==> src/design/wpt_pkg.sv <==
// Shared types and constants for the pair traffic counter.
package wpt_pkg;

    localparam int TABLE_ENTRIES  = 32;
    localparam int MAX_BSSIDS     = 4;
    localparam int NUM_BSSID_REGS = 4;
    localparam int MAC_W          = 48;
    localparam int CNT_W          = 32;
    localparam int LEN_W          = 16;
    localparam int FLAGS_W        = 8;
    localparam int BCNT_W         = 3;
    localparam int CFG_IDX_W      = 3;
    localparam int CFG_DATA_W     = 48;
    localparam int SLOT_W         = (TABLE_ENTRIES > 1) ? $clog2(TABLE_ENTRIES) : 1;

    localparam logic [CFG_IDX_W-1:0] CFG_WATCH_NUM = 3'd4;

    localparam logic FUNC_FRAME = 1'b0;
    localparam logic FUNC_DUMP  = 1'b1;

    localparam logic [1:0]       DS_MASK   = 2'b11;
    localparam int               RETRY_BIT = 3;
    localparam logic [MAC_W-1:0] BCAST_MAC = 48'hFFFF_FFFF_FFFF;

    typedef logic [MAC_W-1:0] mac_t;
    typedef logic [CNT_W-1:0] cnt_t;
    typedef mac_t bssid_set_t [NUM_BSSID_REGS];

    typedef enum logic [1:0] {
        OP_NONE,
        OP_RX,
        OP_TX,
        OP_RETRY
    } op_t;

    typedef enum logic [1:0] {
        ST_IDLE,
        ST_LOAD,
        ST_DUMP,
        ST_EMPTY
    } state_t;

    // Classified frame handed to every cell of the table.
    typedef struct packed {
        logic             valid;
        op_t              op;
        mac_t             bssid;
        mac_t             station;
        logic [LEN_W-1:0] len;
    } req_t;

    typedef struct packed {
        mac_t bssid;
        mac_t station;
        cnt_t rx_octets;
        cnt_t rx_frames;
        cnt_t tx_octets;
        cnt_t tx_frames;
        cnt_t tx_retry_cnt;
    } entry_t;

endpackage

==> src/design/wpt_cell.sv <==
// One table entry: key match, allocation, counter update and dump rotation.
module wpt_cell (
    input  logic            clk,
    input  logic            rst_n,
    input  wpt_pkg::req_t   req,
    input  logic            any_hit,
    input  logic            free_in,
    output logic            free_out,
    output logic            hit,
    output logic            alloc,
    input  logic            shift,
    input  logic            nbr_used,
    input  wpt_pkg::entry_t nbr_entry,
    output logic            used,
    output wpt_pkg::entry_t entry
);

    logic            used_reg;
    logic            used_next;
    wpt_pkg::entry_t data_reg;
    wpt_pkg::entry_t data_next;
    wpt_pkg::cnt_t   len_ext;

    assign len_ext  = {{(wpt_pkg::CNT_W - wpt_pkg::LEN_W){1'b0}}, req.len};
    assign hit      = used_reg && data_reg.bssid == req.bssid
                      && data_reg.station == req.station;
    assign alloc    = req.valid && !any_hit && !used_reg && !free_in;
    assign free_out = free_in || !used_reg;
    assign used     = used_reg;
    assign entry    = data_reg;

    always_comb
    begin
        used_next = used_reg;
        data_next = data_reg;
        if (shift)
        begin
            used_next = nbr_used;
            data_next = nbr_entry;
        end
        else if (req.valid && (hit || alloc))
        begin
            if (alloc)
            begin
                used_next              = 1'b1;
                data_next.bssid        = req.bssid;
                data_next.station      = req.station;
                data_next.rx_octets    = '0;
                data_next.rx_frames    = '0;
                data_next.tx_octets    = '0;
                data_next.tx_frames    = '0;
                data_next.tx_retry_cnt = '0;
            end
            case (req.op)
                wpt_pkg::OP_RX:
                begin
                    data_next.rx_octets = data_next.rx_octets + len_ext;
                    data_next.rx_frames = data_next.rx_frames + 32'd1;
                end
                wpt_pkg::OP_TX:
                begin
                    data_next.tx_octets = data_next.tx_octets + len_ext;
                    data_next.tx_frames = data_next.tx_frames + 32'd1;
                end
                wpt_pkg::OP_RETRY:
                begin
                    data_next.tx_retry_cnt = data_next.tx_retry_cnt + 32'd1;
                end
                default:
                begin
                end
            endcase
        end
    end

    always_ff @(posedge clk or negedge rst_n)
    begin
        if (!rst_n)
            used_reg <= 1'b0;
        else
            used_reg <= used_next;
    end

    always_ff @(posedge clk)
    begin
        data_reg <= data_next;
    end

endmodule

==> config.mk <==
export PLATFORM = sky130hd
export DESIGN_NAME = wpt_cell
export DESIGN_NICKNAME = d
export VERILOG_FILES = /design/src/design/wpt_pkg.sv /design/src/design/wpt_cell.sv
export SDC_FILE = /design/constraint.sdc
export NUM_CORES = 1
export LEC_CHECK = 0
export BUFFER_PORTS_ARGS = -buffer_cell sky130_fd_sc_hd__buf_2
export CAP_MARGIN = 5
export CORE_AREA = 10 10 240 242
export CTS_CLUSTER_SIZE = 20
export DETAILED_ROUTE_END_ITERATION = 10
export DIE_AREA = 0 0 250 252
export PLACE_DENSITY = 0.56
export SETUP_SLACK_MARGIN = 0.4
export SLEW_MARGIN = 20
export SYNTH_ARGS = -nofsm -noshare
export SYNTH_HDL_FRONTEND = slang
export SYNTH_SLANG_ARGS = --single-unit
export TNS_END_PERCENT = 10
==> constraint.sdc <==
create_clock -name clk -period 6.1 [get_ports clk]
set_input_delay 1.22 -clock clk [delete_from_list [all_inputs] [get_ports clk]]
set_output_delay 1.22 -clock clk [all_outputs]
set_load 0.02 [all_outputs]
== Word-level counts from Yosys, hierarchy flattened ==
Index checks and enable logic that the tools add are counted.

* Add/sub/neg operators: 5
* Muxes and demuxes: 11
* Eq/ne operators: 5
* Reduce and logical (&&, ||, !) cells: 14

{| class="wikitable"
|+ Operators with widths
! cell !! count
|-
| 256-bit two-way mux || 5
|-
| 64-bit two-way mux || 2
|-
| 32-bit by 1-bit adder with 32-bit output (second input constant) || 3
|-
| 48-bit == test || 2
|-
| 32-bit by 16-bit adder with 32-bit output || 2
|-
| 32-bit two-way mux || 1
|-
| 1-bit logical AND || 6
|-
| 2-bit == test (second input constant) || 2
|-
| 2-bit nonzero test || 2
|-
| 1-bit logical NOT || 3
|-
| 1-bit two-way mux || 3
|-
| 2-bit by 1-bit == test with 1-bit output (second input constant) || 1
|-
| 1-bit logical OR || 2
|-
| 2-bit AND reduction || 1
|}

* Flip-flop bits (word level): 257
* Word-level logic and storage cells: 43
* Output and inout port bits: 260
* Input port bits: 377

== Longest topological paths before layout ==
* Depth after elaboration: 12
* Mapped depth: 15
* Gate-level depth less buffers: 11

== Worst setup path after synthesis ==
Ideal clock, no wire load.

* Path kind: input -> register
* Start: input port free_in
* End: register data_reg, in the netlist entry[0], enable pin
* Slack: -1.431 ns
* Arrival time: 7.013 ns
* Setup time: 0.519 ns
* Path buffers: 3
* Data required time: 5.581 ns
* Stages on the path: 8
* Cell sequence: or4b_1 buf_6 inv_4 nor2_1 inv_1 clkbuf_1 buf_2 a21o_1

* Word-level cells in the longest chain between the ends: 5

{| class="wikitable"
|+ Ends and longest elaborated chain
! element !! line !! text
|-
| start: declaration || wpt_cell.sv:7 || <nowiki>input logic free_in,</nowiki>
|-
| 1-bit logical NOT || wpt_cell.sv:27 || <nowiki>assign alloc = req.valid && !any_hit && !used_reg && !free_in;</nowiki>
|-
| 1-bit logical AND || wpt_cell.sv:27 ||
|-
| 1-bit logical OR || wpt_cell.sv:41 || <nowiki>else if (req.valid && (hit || alloc))</nowiki>
|-
| 1-bit logical AND || wpt_cell.sv:41 ||
|-
| 2-bit nonzero test (no line) || - ||
|-
| end signal: assignment || wpt_cell.sv:86 || <nowiki>data_reg <= data_next;</nowiki>
|-
| end: declaration || wpt_cell.sv:20 || <nowiki>wpt_pkg::entry_t data_reg;</nowiki>
|}

No other way between the ends.
A chain may end at the register's enable or synchronous reset.

== Final worst setup path ==
* Start: input port req[19] in the netlist's numbering
* End: output port hit

* Word-level cells in the longest chain between the ends: 2

{| class="wikitable"
|+ Ends and longest elaborated chain
! element !! line !! text
|-
| start: declaration || wpt_cell.sv:5 || <nowiki>input wpt_pkg::req_t req,</nowiki>
|-
| 48-bit == test || wpt_cell.sv:26 || <nowiki>&& data_reg.station == req.station;</nowiki>
|-
| 1-bit logical AND || wpt_cell.sv:26 ||
|-
| end: declaration || wpt_cell.sv:9 || <nowiki>output logic hit,</nowiki>
|}

No other way between the ends.

==> flow_metrics.py <==
metrics = {
    "worst_setup_path": {
        "setup.worst_path.start_class": "input pin",
        "r2r-start": "used",
        "regToRegSetupSlack_ns": 1.63,
        "worstPathMaxFanout": 2,
        "timing.rr.end": "entry[78]",
        "path_cells": "buf_2, xnor2_1, nand4_1, nor4_1, nand4_1, or4_1, nor4_2, buf_2",
        "worst-path-buf-inv": 2,
        "cp_num_cells": 8,
        "critical_path.startpoint": "req[19]",
        "critPathTopFamily": "simple AND/OR/NAND/NOR gates",
        "arrival_ns": 3.60,
        "crit_end": "hit",
        "crit_path_end_kind": "primary output",
        "worstPathRequired_ns": 4.88,
        "worst-setup-path-type": "in -> out",
        "slowest_delay_ns": 0.46,
        "critPathSlowestCell": "or4_1",
        "worstRegToRegCells": 11,
    },
    "floorplan": {
        "die_x_um": 250,
        "io_pins": 637,
        "design.die.area_um2": 63000,
        "core_um2": 52400,
        "num_rows": 84,
        "die_h_um": 252,
        "initial_core_util_pct": 32.2,
    },
    "yosys": {
        "syn-instance-count": 1816,
        "async_flop_share_pct": 0.389,
        "ys.warnings.count": 0,
        "synth_area_per_cell_um2": 9.31,
        "yosys_most_used_dff": "edfxtp_1",
        "ys_seq_area_share_pct": 45.6,
        "ys_ff_latch": 257,
        "ys_types": 84,
        "synth_area_um2": 16900,
        "synth_nets": 2230,
        "synth-edff-count": 256,
    },
    "cts": {
        "htreeDepth": 2,
        "cts-root-buf": "clkbuf_16",
        "clkLatencyLatePin_ns": 0.55,
        "postCtsSetupBuffers": 0,
        "cts_tree": "done",
        "clock_path_buffers": 3,
        "numClockSinks": 257,
        "cts_resized": 0,
        "path_clk_slew_ns": 0.06,
        "ctsHoldBuffers": 0,
        "cts_buffers": 34,
    },
    "sta": {
        "worst_slack_ns": 1.28,
        "relSlewSlack_pct": 32.8,
        "fin_crit_sh_pct": 79.0,
        "setup_viol": 0,
        "setup_tns_ns": 0,
        "fmax_ghz": 0.208,
        "worstMarginPinSlew_ns": 1.01,
        "final-hold-violation-count": 0,
        "fin_crit_ns": 4.82,
        "hold_ws_ns": 0.442,
        "maxSlewViolCount": 0,
        "rsz0062_at_grt": "no",
        "worst_clock_skew_ns": 0.0229,
    },
    "finish": {
        "drive_gt1_share_pct": 30.4,
        "final_common_cell": "buf_2",
        "fin_util_pct": 41.6,
        "fillCellCount": 5368,
        "final_area_um2": 21800,
        "largest_reg_flops": 256,
        "instances_no_fill": 3138,
        "fin_nets": 2822,
        "mostFrequentLayoutCells": "635 x buf_2, 432 x nand2_1, 256 x edfxtp_1",
        "area.growth.synth_to_final_pct": 29.1,
    },
    "pwr": {
        "p_per_area_nw_per_um2": 257,
        "power_mw": 5.61,
        "power.leakage_nw": 9.08,
        "ir_drop_uv": 159,
    },
    "drt": {
        "first_iter_violations": 1442,
        "ant_nets": 0,
        "vias_per_cell": 5.35,
        "detail_route.wl_per_cell_um": 25.7,
        "route.vias.total": 16800,
        "firstDrtPassIters": 6,
        "drc_errors": 0,
        "totalWireLength_mm": 80.5,
    },
    "place": {
        "dpl.cell_count": 3060,
        "place_ws_ns": 0.831,
        "post_dp_cell_area_um2": 20800,
        "gp_congestion": 0.942,
        "hpwl_mm": 64.2,
        "io_buffers": 636,
    },
    "outcome": {
        "outcome": "complete, no violations",
    },
    "global_routing": {
        "grt_antenna_before_repair": 26,
        "grt.overflow.total": 0,
        "gr-usage-all-layers_pct": 24.2,
        "grt_max_degree": 181,
        "grt_pass1_vias": 16900,
        "grt_pass1_wl_mm": 115,
    },
    "run": {
        "maxCapViolCount": 0,
    },
    "hold_path": {
        "min_path_type": "in -> async",
    },
}
power by group:
part / leakage, nW / switching, mW / internal (mW)
Sequential: 2.60 / 0.150 / 2.15
Clock: 0.492 / 0.842 / 1.08
Combinational: 5.99 / 0.887 / 0.500
synthesized netlist by cell type (35+ instances only):
cell      number  area (µm²)
nand2_1      432        1620
edfxtp_1     256        7690
o21ai_0      165         826
xnor2_1      106         928
xor2_1       101         885
clkbuf_1      69         259
o21ai_1       59         295
nor2_1        54         203
inv_1         49         184
nand4_1       45         282
nand3_1       42         210
a21oi_1       40         200
and2_1        40         250
ha_1          35         438
routing by layer:
layer  share of wire [%]  track usage (%)  wire length, µm  vias up
li1                    -                -                -     7738
met1                  39             28.4            31100     8105
met2                  49             41.4            39300      807
met3                 8.7             6.58             7000      127
met4                 3.8             9.47             3090        6
met5               0.050                0               40        -
final cells by class:
cell class / count / area, µm² / share of cell area, %
antenna: 16 / 40.0 / 0.183
clock buffer: 43 / 885 / 4.05
clock inverter: 19 / 150 / 0.688
inverter: 51 / 199 / 0.911
multi-input combinational: 1413 / 8600 / 39.4
sequential: 257 / 7710 / 35.3
tap: 688 / 861 / 3.94
timing repair buffer: 651 / 3380 / 15.5
worst reg2reg max path, stage by stage, from the launching register on:
cell and delay (ns):
dfrtp_1 0.45, or4b_4 0.80, and2_1 0.35, ha_1 0.22
fa_1 0.43, a21oi_1 0.30, o21ai_0 0.19, a2111oi_1 0.88
o31ai_1 0.22, xnor2_1 0.17, o21ai_1 0.08, o21a_1 0.15
logic make-up after synthesis:
logic type	Yosys count	share of synthesized area [%]
AND/OR/NAND/NOR	729	20.5
multiplexers	18	1.13
flip-flops	257	45.6
buffers and inverters	146	3.59
adder cells (fa/ha/maj)	37	2.83
XOR/XNOR	207	10.7
AO/OA/AOI/OAI	422	15.6
how the worst min path moves through the flow:
stage / cells past startpoint / endpoint / slack [ns] / startpoint
4_1_cts: 1 / used / 0.40 / rst_n
3_5_place_dp: 2 / entry[28] / 0.65 / entry[28]
3_3_place_gp: 2 / entry[28] / 0.66 / entry[28]
2_1_floorplan: 2 / used / 0.68 / used
6_report: 1 / used / 0.44 / rst_n
5_1_grt: 1 / used / 0.41 / rst_n
Note: power is estimated with default switching activity, not from simulation.
